## src/sv/dfe_pkg.sv

```systemverilog
// shared types and constants for the delimited field extractor
`timescale 1ns / 1ps
`default_nettype none

package dfe_pkg;

    localparam int unsigned PATTERN_BYTES = 8;
    localparam int unsigned BUFFER_BYTES  = 65536;

    localparam int unsigned BYTE_W  = 8;
    localparam int unsigned PAT_W   = PATTERN_BYTES * BYTE_W;
    localparam int unsigned CNT_W   = 4;
    localparam int unsigned POS_W   = 17;
    localparam int unsigned LEN_W   = 16;
    localparam int unsigned CFG_W   = 64;
    localparam int unsigned CIDX_W  = 3;
    localparam int unsigned FIFO_DEPTH = 4;
    localparam int unsigned FPTR_W  = $clog2(FIFO_DEPTH);

    // configuration register indexes
    localparam logic [CIDX_W-1:0] REG_PREFIX_BYTES = 3'd0;
    localparam logic [CIDX_W-1:0] REG_PREFIX_COUNT = 3'd1;
    localparam logic [CIDX_W-1:0] REG_SUFFIX_BYTES = 3'd2;
    localparam logic [CIDX_W-1:0] REG_SUFFIX_COUNT = 3'd3;
    localparam logic [CIDX_W-1:0] REG_MAX_LENGTH   = 3'd4;

    typedef struct packed {
        logic [BYTE_W-1:0] data_byte;
        logic              last;
    } word_t;

    typedef struct packed {
        logic [PAT_W-1:0] prefix_bytes;
        logic [CNT_W-1:0] prefix_count;
        logic [PAT_W-1:0] suffix_bytes;
        logic [CNT_W-1:0] suffix_count;
        logic [LEN_W-1:0] max_length;
    } cfg_t;

    typedef struct packed {
        logic             found;
        logic [POS_W-1:0] start_offset;
        logic [LEN_W-1:0] field_length;
    } result_t;

endpackage

`default_nettype wire

```

## src/sv/dfe_fifo.sv

```systemverilog
// input word queue between the accepting front and the scanner
`timescale 1ns / 1ps
`default_nettype none

module dfe_fifo (
    input  wire logic          aclk,
    input  wire logic          aresetn,
    input  wire logic          push_valid,
    output logic               push_ready,
    input  wire dfe_pkg::word_t push_word,
    output logic               pop_valid,
    input  wire logic          pop_ready,
    output dfe_pkg::word_t     pop_word
);

    dfe_pkg::word_t mem_reg [dfe_pkg::FIFO_DEPTH];
    logic [dfe_pkg::FPTR_W-1:0] wr_ptr_reg, wr_ptr_next;
    logic [dfe_pkg::FPTR_W-1:0] rd_ptr_reg, rd_ptr_next;
    logic [dfe_pkg::FPTR_W:0]   count_reg, count_next;
    logic push, pop;

    assign push_ready = (count_reg != (dfe_pkg::FPTR_W+1)'(dfe_pkg::FIFO_DEPTH));
    assign pop_valid  = (count_reg != '0);
    assign pop_word   = mem_reg[rd_ptr_reg];
    assign push       = push_valid && push_ready;
    assign pop        = pop_valid && pop_ready;

    always_comb begin
        wr_ptr_next = push ? wr_ptr_reg + 1'b1 : wr_ptr_reg;
        rd_ptr_next = pop ? rd_ptr_reg + 1'b1 : rd_ptr_reg;
        count_next  = count_reg;
        if (push && !pop) begin
            count_next = count_reg + 1'b1;
        end else if (pop && !push) begin
            count_next = count_reg - 1'b1;
        end
    end

    always_ff @(posedge aclk) begin
        if (!aresetn) begin
            wr_ptr_reg <= '0;
            rd_ptr_reg <= '0;
            count_reg  <= '0;
        end else begin
            wr_ptr_reg <= wr_ptr_next;
            rd_ptr_reg <= rd_ptr_next;
            count_reg  <= count_next;
        end
    end

    always_ff @(posedge aclk) begin
        if (push) begin
            mem_reg[wr_ptr_reg] <= push_word;
        end
    end

endmodule

`default_nettype wire

```

## src/sv/dfe_scan.sv

```systemverilog
// prefix and suffix scanner with registered result output
`timescale 1ns / 1ps
`default_nettype none

module dfe_scan (
    input  wire logic           aclk,
    input  wire logic           aresetn,
    input  wire dfe_pkg::cfg_t  cfg,
    input  wire logic           in_valid,
    output logic                in_ready,
    input  wire dfe_pkg::word_t in_word,
    output logic                out_valid,
    input  wire logic           out_ready,
    output dfe_pkg::result_t    out_result
);

    localparam logic [1:0] PH_SEARCH = 2'd0;
    localparam logic [1:0] PH_FIELD  = 2'd1;
    localparam logic [1:0] PH_DONE   = 2'd2;

    localparam logic [dfe_pkg::CNT_W-1:0] PAT_MAX = dfe_pkg::CNT_W'(dfe_pkg::PATTERN_BYTES);
    localparam logic [dfe_pkg::POS_W-1:0] POS_END = dfe_pkg::POS_W'(dfe_pkg::BUFFER_BYTES);

    logic [1:0]                 phase_reg, phase_next;
    logic [dfe_pkg::CNT_W-1:0]  match_reg, match_next;
    logic [dfe_pkg::POS_W-1:0]  pos_reg, pos_next;
    logic [dfe_pkg::POS_W-1:0]  start_reg, start_next;
    logic [dfe_pkg::LEN_W-1:0]  count_reg, count_next;
    logic                       out_valid_reg;
    dfe_pkg::result_t           result_reg, result_next;

    logic [dfe_pkg::CNT_W-1:0]  pc, sc;
    logic [dfe_pkg::BYTE_W-1:0] pbyte, sbyte;
    logic                       advance, emit, ok, end_buf;

    assign pc = (cfg.prefix_count > PAT_MAX) ? PAT_MAX : cfg.prefix_count;
    assign sc = (cfg.suffix_count > PAT_MAX) ? PAT_MAX : cfg.suffix_count;

    assign advance   = in_valid && (!out_valid_reg || out_ready);
    assign in_ready  = !out_valid_reg || out_ready;
    assign out_valid = out_valid_reg;
    assign out_result = result_reg;

    always_comb begin
        phase_next  = phase_reg;
        match_next  = match_reg;
        pos_next    = pos_reg;
        start_next  = start_reg;
        count_next  = count_reg;
        emit        = 1'b0;
        ok          = 1'b0;
        end_buf     = 1'b0;
        pbyte       = '0;
        sbyte       = '0;

        if (phase_reg != PH_DONE && pos_reg >= POS_END) begin
            end_buf = 1'b1;
        end else begin
            // prefix already complete, field starts at this byte
            if (phase_next == PH_SEARCH && match_next >= pc) begin
                phase_next = PH_FIELD;
                start_next = pos_reg;
                match_next = '0;
                count_next = '0;
            end
            if (phase_next == PH_SEARCH) begin
                pbyte = cfg.prefix_bytes[{match_next[2:0], 3'b000} +: dfe_pkg::BYTE_W];
                if (in_word.data_byte == pbyte) begin
                    match_next = match_next + 1'b1;
                end else begin
                    match_next = '0;
                end
                if (match_next >= pc) begin
                    phase_next = PH_FIELD;
                    start_next = pos_reg + 1'b1;
                    match_next = '0;
                    count_next = '0;
                end
            end else if (phase_next == PH_FIELD) begin
                sbyte = cfg.suffix_bytes[{match_next[2:0], 3'b000} +: dfe_pkg::BYTE_W];
                if (sc != '0 && match_next >= sc) begin
                    emit = 1'b1;
                    ok   = 1'b1;
                end else if (sc != '0 && in_word.data_byte == sbyte) begin
                    match_next = match_next + 1'b1;
                    if (match_next >= sc) begin
                        emit = 1'b1;
                        ok   = 1'b1;
                    end
                end else if (count_next >= cfg.max_length) begin
                    emit = 1'b1;
                    ok   = (sc == '0);
                end else begin
                    count_next = count_next + 1'b1;
                end
            end
            if (pos_reg < POS_END) begin
                pos_next = pos_reg + 1'b1;
            end
            if (in_word.last && !emit) begin
                end_buf = 1'b1;
            end
        end

        // buffer ended or overran before the outcome was settled
        if (end_buf) begin
            if (phase_next == PH_SEARCH) begin
                emit = 1'b1;
                ok   = 1'b0;
            end else if (phase_next == PH_FIELD) begin
                emit = 1'b1;
                ok   = (sc == '0) || (match_next >= sc);
            end
        end

        result_next.found        = ok;
        result_next.start_offset = ok ? start_next : '0;
        result_next.field_length = ok ? count_next : '0;

        if (emit) begin
            phase_next = PH_DONE;
        end
        if (in_word.last) begin
            phase_next = PH_SEARCH;
            match_next = '0;
            pos_next   = '0;
            start_next = '0;
            count_next = '0;
        end
    end

    always_ff @(posedge aclk) begin
        if (!aresetn) begin
            phase_reg     <= PH_SEARCH;
            match_reg     <= '0;
            pos_reg       <= '0;
            start_reg     <= '0;
            count_reg     <= '0;
            out_valid_reg <= 1'b0;
        end else begin
            if (advance) begin
                phase_reg <= phase_next;
                match_reg <= match_next;
                pos_reg   <= pos_next;
                start_reg <= start_next;
                count_reg <= count_next;
            end
            if (advance && emit) begin
                out_valid_reg <= 1'b1;
            end else if (out_ready) begin
                out_valid_reg <= 1'b0;
            end
        end
    end

    always_ff @(posedge aclk) begin
        if (advance && emit) begin
            result_reg <= result_next;
        end
    end

endmodule

`default_nettype wire

```

## src/sv/delimited_field_extractor_core.sv

```systemverilog
// an accepted word is queued and scanned at the queue head; a settled result is registered
// in the scanner result register that drives m_valid
// throughput: one word per cycle, set by the combinational compare and count step, while no
// result waits on m_ready; a four-word queue decouples input acceptance from such stalls
// reset: synchronous active-low aresetn clears the queue, scan state and result valid;
// configuration resets to empty prefix and suffix and max_length 65535
`timescale 1ns / 1ps
`default_nettype none

module delimited_field_extractor_core (
    input  wire logic                         aclk,
    input  wire logic                         aresetn,
    input  wire logic                         s_valid,
    output logic                              s_ready,
    input  wire logic [dfe_pkg::BYTE_W-1:0]   s_data_byte,
    input  wire logic                         s_last,
    output logic                              m_valid,
    input  wire logic                         m_ready,
    output logic                              m_found,
    output logic [dfe_pkg::POS_W-1:0]         m_start_offset,
    output logic [dfe_pkg::LEN_W-1:0]         m_field_length,
    input  wire logic                         cfg_wr_en,
    input  wire logic [dfe_pkg::CIDX_W-1:0]   cfg_index,
    input  wire logic [dfe_pkg::CFG_W-1:0]    cfg_wdata
);

    dfe_pkg::cfg_t    cfg_reg;
    dfe_pkg::word_t   in_word, q_word;
    dfe_pkg::result_t result;
    logic             q_valid, q_ready;

    always_ff @(posedge aclk) begin
        if (!aresetn) begin
            cfg_reg.prefix_bytes <= '0;
            cfg_reg.prefix_count <= '0;
            cfg_reg.suffix_bytes <= '0;
            cfg_reg.suffix_count <= '0;
            cfg_reg.max_length   <= '1;
        end else if (cfg_wr_en) begin
            unique case (cfg_index)
                dfe_pkg::REG_PREFIX_BYTES: begin
                    cfg_reg.prefix_bytes <= cfg_wdata[dfe_pkg::PAT_W-1:0];
                end
                dfe_pkg::REG_PREFIX_COUNT: begin
                    cfg_reg.prefix_count <= cfg_wdata[dfe_pkg::CNT_W-1:0];
                end
                dfe_pkg::REG_SUFFIX_BYTES: begin
                    cfg_reg.suffix_bytes <= cfg_wdata[dfe_pkg::PAT_W-1:0];
                end
                dfe_pkg::REG_SUFFIX_COUNT: begin
                    cfg_reg.suffix_count <= cfg_wdata[dfe_pkg::CNT_W-1:0];
                end
                dfe_pkg::REG_MAX_LENGTH: begin
                    cfg_reg.max_length <= cfg_wdata[dfe_pkg::LEN_W-1:0];
                end
                default: begin
                end
            endcase
        end
    end

    assign in_word.data_byte = s_data_byte;
    assign in_word.last      = s_last;

    dfe_fifo u_fifo (
        .aclk       (aclk),
        .aresetn    (aresetn),
        .push_valid (s_valid),
        .push_ready (s_ready),
        .push_word  (in_word),
        .pop_valid  (q_valid),
        .pop_ready  (q_ready),
        .pop_word   (q_word)
    );

    dfe_scan u_scan (
        .aclk       (aclk),
        .aresetn    (aresetn),
        .cfg        (cfg_reg),
        .in_valid   (q_valid),
        .in_ready   (q_ready),
        .in_word    (q_word),
        .out_valid  (m_valid),
        .out_ready  (m_ready),
        .out_result (result)
    );

    assign m_found        = result.found;
    assign m_start_offset = result.start_offset;
    assign m_field_length = result.field_length;

endmodule

`default_nettype wire
```

## config.mk

```make
export PLATFORM = sky130hd
export DESIGN_NAME = delimited_field_extractor_core
export DESIGN_NICKNAME = d
export VERILOG_FILES = /design/src/sv/dfe_pkg.sv /design/src/sv/dfe_fifo.sv /design/src/sv/dfe_scan.sv /design/src/sv/delimited_field_extractor_core.sv
export SDC_FILE = /design/constraint.sdc
export NUM_CORES = 1
export LEC_CHECK = 0
export BUFFER_PORTS_ARGS = -buffer_cell sky130_fd_sc_hd__buf_4
export CORE_AREA = 2 2 160 162
export DETAILED_ROUTE_END_ITERATION = 8
export DIE_AREA = 0 0 162 164
export GPL_ROUTABILITY_DRIVEN = 0
export PLACE_DENSITY = 0.77
export SYNTH_ARGS = -nofsm -noshare
export SYNTH_HDL_FRONTEND = slang
export SYNTH_SLANG_ARGS = --single-unit
```

## constraint.sdc

```tcl
create_clock -name aclk -period 9.2 [get_ports aclk]
set_clock_uncertainty 0.05 [all_clocks]
set_input_delay 0.92 -clock aclk [delete_from_list [all_inputs] [get_ports aclk]]
set_output_delay 0.92 -clock aclk [all_outputs]
set_load 0.005 [all_outputs]
```

## After elaboration in Yosys (flattened, before gate mapping)

Memory sizes are Yosys's and may differ from the RTL's. A register that Yosys moved wholly into a read port is not among the register bits.
Index checks and enable logic that the tools add are counted.

| operators by class | value |
|---|---|
| add/sub/neg operators | 7 |
| order comparisons | 10 |
| equal/unequal tests | 11 |
| shift operators | 2 |
| muxes and demuxes | 69 |
| reduce and logical (&&, ||, !) cells | 32 |

Operators by type and width:

| cell | count |
|---|---|
| two-way mux 16 bit | 10 |
| two-way mux 17 bit | 8 |
| variable part select 64 x 7 -> 8 bit | 2 |
| two-way mux 4 bit | 14 |
| two-way mux 1 bit | 26 |
| >= comparator 4 bit | 5 |
| two-way mux 2 bit | 9 |
| adder 17 x 1 -> 17 bit, second input constant | 1 |
| >= comparator 17 bit, second input constant | 1 |
| < comparator 17 bit, second input constant | 1 |
| adder 16 x 1 -> 16 bit, second input constant | 1 |
| == test 8 bit | 2 |
| >= comparator 16 bit | 1 |
| logical AND 1 bit | 10 |
| AND reduction 2 bit | 5 |
| > comparator 4 bit, second input constant | 2 |
| == test 3 x 2 -> 1 bit, second input constant | 2 |
| zero test 2 bit | 3 |
| two-way mux 3 bit | 2 |
| nonzero test 2 bit | 3 |
| adder 2 x 1 -> 2 bit, second input constant | 2 |
| adder 4 x 1 -> 4 bit, second input constant | 1 |
| == test 2 x 1 -> 1 bit, second input constant | 2 |
| zero test 1 bit | 4 |
| other kinds (13) | 14 |

| storage, ports and cells | value |
|---|---|
| flip-flop bits (word level) | 250 |
| RAM bits | 36 |
| bits of input ports | 81 |
| memories kept | 1 |

Memories:

| name | words | width | read ports | clocked after memory_dff | write ports | RTL line | text |
|---|---|---|---|---|---|---|---|
| u_fifo.mem_reg | 4 | 9 | 1 | 1 | 1 | dfe_fifo.sv:16 | `dfe_pkg::word_t mem_reg [dfe_pkg::FIFO_DEPTH];` |

## Depth between registers and ports, before layout

| logic depth | value |
|---|---|
| depth in word-level cells | 21 |
| depth in mapped cells | 35 |
| mapped depth without buffers | 31 |

## Hierarchy

A second synthesis with hierarchy kept.

| second synthesis, totals | value |
|---|---|
| cell total of the unflattened synthesis | 1649 |
| area total of the unflattened synthesis | 15262.1 µm² |

By module, submodules not included:

| module | instances | cells each | area each (µm²) | seq. area each (µm²) |
|---|---|---|---|---|
| dfe_scan | 1 | 970 | 7572.3 | 2162.1 |
| delimited_field_extractor_core | 1 | 584 | 5890.6 | 3042.9 |
| dfe_fifo | 1 | 95 | 1799.2 | 1261.2 |

## Worst setup path before layout

No wires, ideal clock.

| path | value |
|---|---|
| kind | reg2reg |
| start | register u_scan.match_reg[0] (netlist bit) |
| end | register u_scan.result_reg (netlist bit u_scan.out_result[16]), data pin |
| setup time | 264 ps |
| arrival | 6514 ps |
| path slack | 2372 ps |
| cell stages (with the launch flop) | 35 |
| buffers on the path | 6 |
| clock period less this slack | 6828 ps |
| path through | dfxtp_1 > buf_6 > buf_2 > inv_1 > clkbuf_1 > ha_1 > nor3b_1 > o21ai_0 > clkbuf_1 > a21oi_1 > o221ai_1 > xnor2_1 > or4_1 > o41ai_2 > and2_1 > nand2_1 > ha_1 > nand2b_1 > a21o_1 > a21o_1 > a21oi_1 > nor2_1 > clkbuf_1 > nor2_1 > a32oi_1 > ha_1 > nand2b_1 > a21oi_1 > nor2b_1 > o21ai_0 > a211oi_1 > and2_1 > a211oi_2 > buf_2 > nor2_1 |

| on the way | value |
|---|---|
| longest elaborated chain between the ends | 18 |

Ends and longest elaborated chain:

| what | RTL line | text |
|---|---|---|
| from (decl) | dfe_scan.sv:25 | `logic [dfe_pkg::CNT_W-1:0] match_reg, match_next;` |
| from (signal assigned) | dfe_scan.sv:143 | `match_reg <= match_next;` |
| >= comparator 4 bit | dfe_scan.sv:60 | `if (phase_next == PH_SEARCH && match_next >= pc) begin` |
| logical AND 1 bit | dfe_scan.sv:60 |  |
| two-way mux 4 bit | dfe_scan.sv:60 |  |
| two-way mux 4 bit | dfe_scan.sv:56 | `if (phase_reg != PH_DONE && pos_reg >= POS_END) begin` |
| variable part select 64 x 7 -> 8 bit | dfe_scan.sv:67 | `pbyte = cfg.prefix_bytes[{match_next[2:0], 3'b000} +: dfe_pkg::BYTE_W];` |
| == test 8 bit | dfe_scan.sv:68 | `if (in_word.data_byte == pbyte) begin` |
| two-way mux 4 bit | dfe_scan.sv:68 |  |
| two-way mux 4 bit | dfe_scan.sv:66 | `if (phase_next == PH_SEARCH) begin` |
| (+2 left out) | n/a |  |
| two-way mux 4 bit | dfe_scan.sv:73 | `if (match_next >= pc) begin` |
| two-way mux 4 bit | dfe_scan.sv:66 |  |
| two-way mux 4 bit | dfe_scan.sv:56 |  |
| >= comparator 4 bit | dfe_scan.sv:112 | `ok = (sc == '0) \|\| (match_next >= sc);` |
| logical OR 1 bit | dfe_scan.sv:112 |  |
| two-way mux 1 bit | dfe_scan.sv:110 | `end else if (phase_next == PH_FIELD) begin` |
| two-way mux 1 bit | dfe_scan.sv:107 | `if (phase_next == PH_SEARCH) begin` |
| two-way mux 1 bit | dfe_scan.sv:106 | `if (end_buf) begin` |
| to (signal assigned) | dfe_scan.sv:158 | `result_reg <= result_next;` |
| to (decl) | dfe_scan.sv:30 | `dfe_pkg::result_t result_reg, result_next;` |

Several ways; a longest one is shown, not always the timed one. The select of a mux whose other input is x is not followed.
A chain may end at the register's enable or synchronous reset.

## Worst setup path after layout

| path | value |
|---|---|
| start | register cfg_reg[87] (netlist bit) |
| end | register u_scan.result_reg (netlist bit u_scan.out_result[20]), data pin |

| on the way | value |
|---|---|
| longest elaborated chain between the ends | 20 |

Ends and longest elaborated chain:

| what | RTL line | text |
|---|---|---|
| from (decl) | delimited_field_extractor_core.sv:27 | `dfe_pkg::cfg_t cfg_reg;` |
| > comparator 4 bit | dfe_scan.sv:36 | `assign pc = (cfg.prefix_count > PAT_MAX) ? PAT_MAX : cfg.prefix_count;` |
| two-way mux 4 bit * | dfe_scan.sv:36 |  |
| >= comparator 4 bit | dfe_scan.sv:60 |  |
| logical AND 1 bit | dfe_scan.sv:60 |  |
| two-way mux 4 bit | dfe_scan.sv:60 |  |
| two-way mux 4 bit | dfe_scan.sv:56 |  |
| variable part select 64 x 7 -> 8 bit | dfe_scan.sv:67 |  |
| == test 8 bit | dfe_scan.sv:68 |  |
| (+4 left out) | n/a |  |
| two-way mux 4 bit | dfe_scan.sv:73 |  |
| two-way mux 4 bit | dfe_scan.sv:66 |  |
| two-way mux 4 bit | dfe_scan.sv:56 |  |
| >= comparator 4 bit | dfe_scan.sv:112 |  |
| logical OR 1 bit | dfe_scan.sv:112 |  |
| two-way mux 1 bit | dfe_scan.sv:110 |  |
| two-way mux 1 bit | dfe_scan.sv:107 |  |
| two-way mux 1 bit | dfe_scan.sv:106 |  |

Every way passes the cells marked *; elsewhere a longest branch is shown, timed or not. The select of a mux whose other input is x is not followed.

==> run_results.csv <==
group,metric,value,unit
logic_synthesis,yosys.area.top_type,"dfxtp_1",
sta,layout_setup_ws,0.9333,ns
power_and_ir_drop,p_leak,0.006289,uW
finish,area_growth,13.74,%
drt,dr.pass1.iters,6,
sta,hold_violations,0,
cts,clk_pin_slew,0.07,ns
grt,grt_max_degree,95,
placed_design,io_buffers,116,
logic_synthesis,ys_top_cells_by_area,"dfxtp_1 30%, edfxtp_1 14%, nand2_1 9.9%",
drt,wl,42900,microns
critical_path,crit_slowest_cell,"o21ai_1",
sta,worst_slew_pin_slew,1.162,ns
drt,drtIter0Drc,1736,
floorplan,die_h,164,microns
critical_path,worstPathBufferInverterCount,3,
cts,cts-root-buf,"clkbuf_16",
critical_path,crit_family,"compound AO/OA/AOI/OAI gates",
critical_path,crit_path_start,"cfg_reg[87]",
drt,drcViolationCount,0,
logic_synthesis,yosysTopAreaCellShare,29.82,%
critical_path,worstSetupPathType,"register to register",
logic_synthesis,ys_types,81,
cts,tritoncts,"yes",
logic_synthesis,synth_nets,1869,
floorplan,dieArea,26570,sq um
sta,timing.fmax,121.0,MHz
finish,nFillCells,2045,
grt,antenna_found_initial,0,
floorplan,io_pins,117,
sta,period_share,89.86,%
logic_synthesis,synth_seq_cells,288,
critical_path,critPathRequiredTime,9.45,ns
sta,tns,0,ns
logic_synthesis,ys_warn_count,0,
grt,grt_pass1_wl,67380,microns
cts,cts_inserted_buffers,29,
logic_synthesis,ys_seq_area_share,44.19,%
critical_path,slowest_delay,0.80,ns
grt,grt_pass1_vias,12420,
drt,vias,13570,
cts,worstSkewPairLatency,0.57,ns
cts,cts_sinks,288,
floorplan,core-area,24820,sq um
cts,cts_setup_buffers,0,
hold_path,hp-class,"register to register",
floorplan,start_util,58.96,%
job,cap_violations,0,
critical_path,cp-start-kind,"register",
logic_synthesis,synth_edf_count,70,
logic_synthesis,synth_cells,1742,
grt,grt-ovfl-total,0,
placed_design,dpl.hpwl,29330,microns
critical_path,arrival,8.51,ns
finish,antenna_cells,0,
hold_path,min-delay-start,"cfg_reg[121]",
floorplan,dieWidth,162,microns
sta,fin_hold_ws,0.4020,ns
sta,rsz0062_at_grt,"false",
critical_path,worstPathMaxFanout,18,
critical_path,rr_startpoint,"cfg_reg[87]",
logic_synthesis,netlist_area,14630,sq um
sta,slew_violations,0,
cts,ctsHoldBuffers,0,
placed_design,place_ws,1.216,ns
finish,nets,1926,
outcome,status,"finished clean",
drt,avgViaCountPerCell,6.306,
critical_path,endpoint_kind,"register",
power_and_ir_drop,ir_drop,199.5,uV
finish,mostFrequentLayoutCells,"386 x nand2_1, 217 x dfxtp_1, 207 x a21oi_1",
grt,grt_usage,31.78,%
sta,period_needed,8.267,ns
finish,final_common_cell,"nand2_1",
sta,setup_violations,0,
cts,ctsResizeCount,0,
sta,slew_headroom,22.18,%
cts,cts.path.max_buffers,3,
drt,ant_nets,0,
logic_synthesis,syn_area_per_cell,8.401,sq um
finish,largest_reg_flops,152,
finish,final_util,67.06,%
logic_synthesis,async_flop_share,0,%
floorplan,rows,58,
cts,htreeDepth,1,
drt,wire_per_inst,19.93,microns
power_and_ir_drop,power_density,223.6,nW/um^2
finish,drive_gt1_share,13.17,%
logic_synthesis,synth-main-ff-cell,"dfxtp_1",
-- worst paths after layout --
check                                              to  slack [ns]  depth (start not counted)
worst min-delay path                     cfg_reg[121]        0.40                          2
worst min register to register           cfg_reg[121]        0.40                          2
worst max-delay path            u_scan.out_result[20]        0.93                         31
worst max register to register  u_scan.out_result[20]        0.93                         31
-- worst min-delay path: stages (launching register included) --
cell and delay (ns):
dfxtp_1 0.31, nand2_1 0.05, a21oi_1 0.05
-- power breakdown --
group          internal, uW  total [uW]  switching (uW)
Clock                   721        1240             515
Sequential             1450        1520            76.0
Combinational           338         963             624
-- synth_stat cells, types with 6 or more instances --
library cell and n:
xnor2_1 13, nor3_1 28, a32o_1 6, o22ai_1 10
and3_1 23, mux2i_1 24, o221ai_1 8, inv_1 53
and2_1 25, a21oi_1 207, a21o_1 17, ha_1 45
nand2b_1 10, nor2b_1 15, o21a_1 6, a221oi_1 6
edfxtp_1 70, buf_2 17, a22oi_1 23, mux4_2 12
a2bb2oi_1 9, clkbuf_1 86, xor2_1 8, nor2_1 122
a211oi_1 16, mux2_2 18, buf_1 6, dfxtp_1 218
nand3_1 38, nor4_1 7, nand2_1 387, or3_1 10
a31oi_1 18, o31ai_1 7, nand4_1 14, o211ai_1 23
a211o_1 6, o21ai_0 56
-- cell families after synthesis --
family	count (synthesis)	share of synthesized area (%)
and+or+nand+nor	700	21.08
AOI/OAI and AO/OA	466	20.07
DFF	288	44.19
buffers and inverters	167	4.557
muxes	54	4.873
adders and majority gates	46	3.984
xor gates and xnor gates	21	1.257
-- final cells by class --
type / count / area [sq um] / share of cell area, %
multi-input combinational: 1287 / 7527 / 45.22
sequential: 288 / 6467 / 38.86
timing repair buffer: 138 / 1036 / 6.224
clock buffer: 41 / 840.8 / 5.051
tap: 330 / 412.9 / 2.481
inverter: 55 / 209.0 / 1.255
clock inverter: 13 / 151.4 / 0.9096
-- metrics by stage --
stage                     power (uW)  instance area [sq um]  std cells
after floorplan                 2116                  14630       1742
final                           3721                  16640       2152
after CTS                       3705                  16640       2152
after detailed placement        2486                  15650       2098
after global placement          2466                  15650       2098
after global routing            3862                  16640       2152
-- metal layers --
layer	part of all wire, %	GRT usage, %
met5	0	0
met2	45	49.67
met4	2.8	9.372
met3	11	5.657
met1	42	45.33
(Power assumes the default switching activity.)
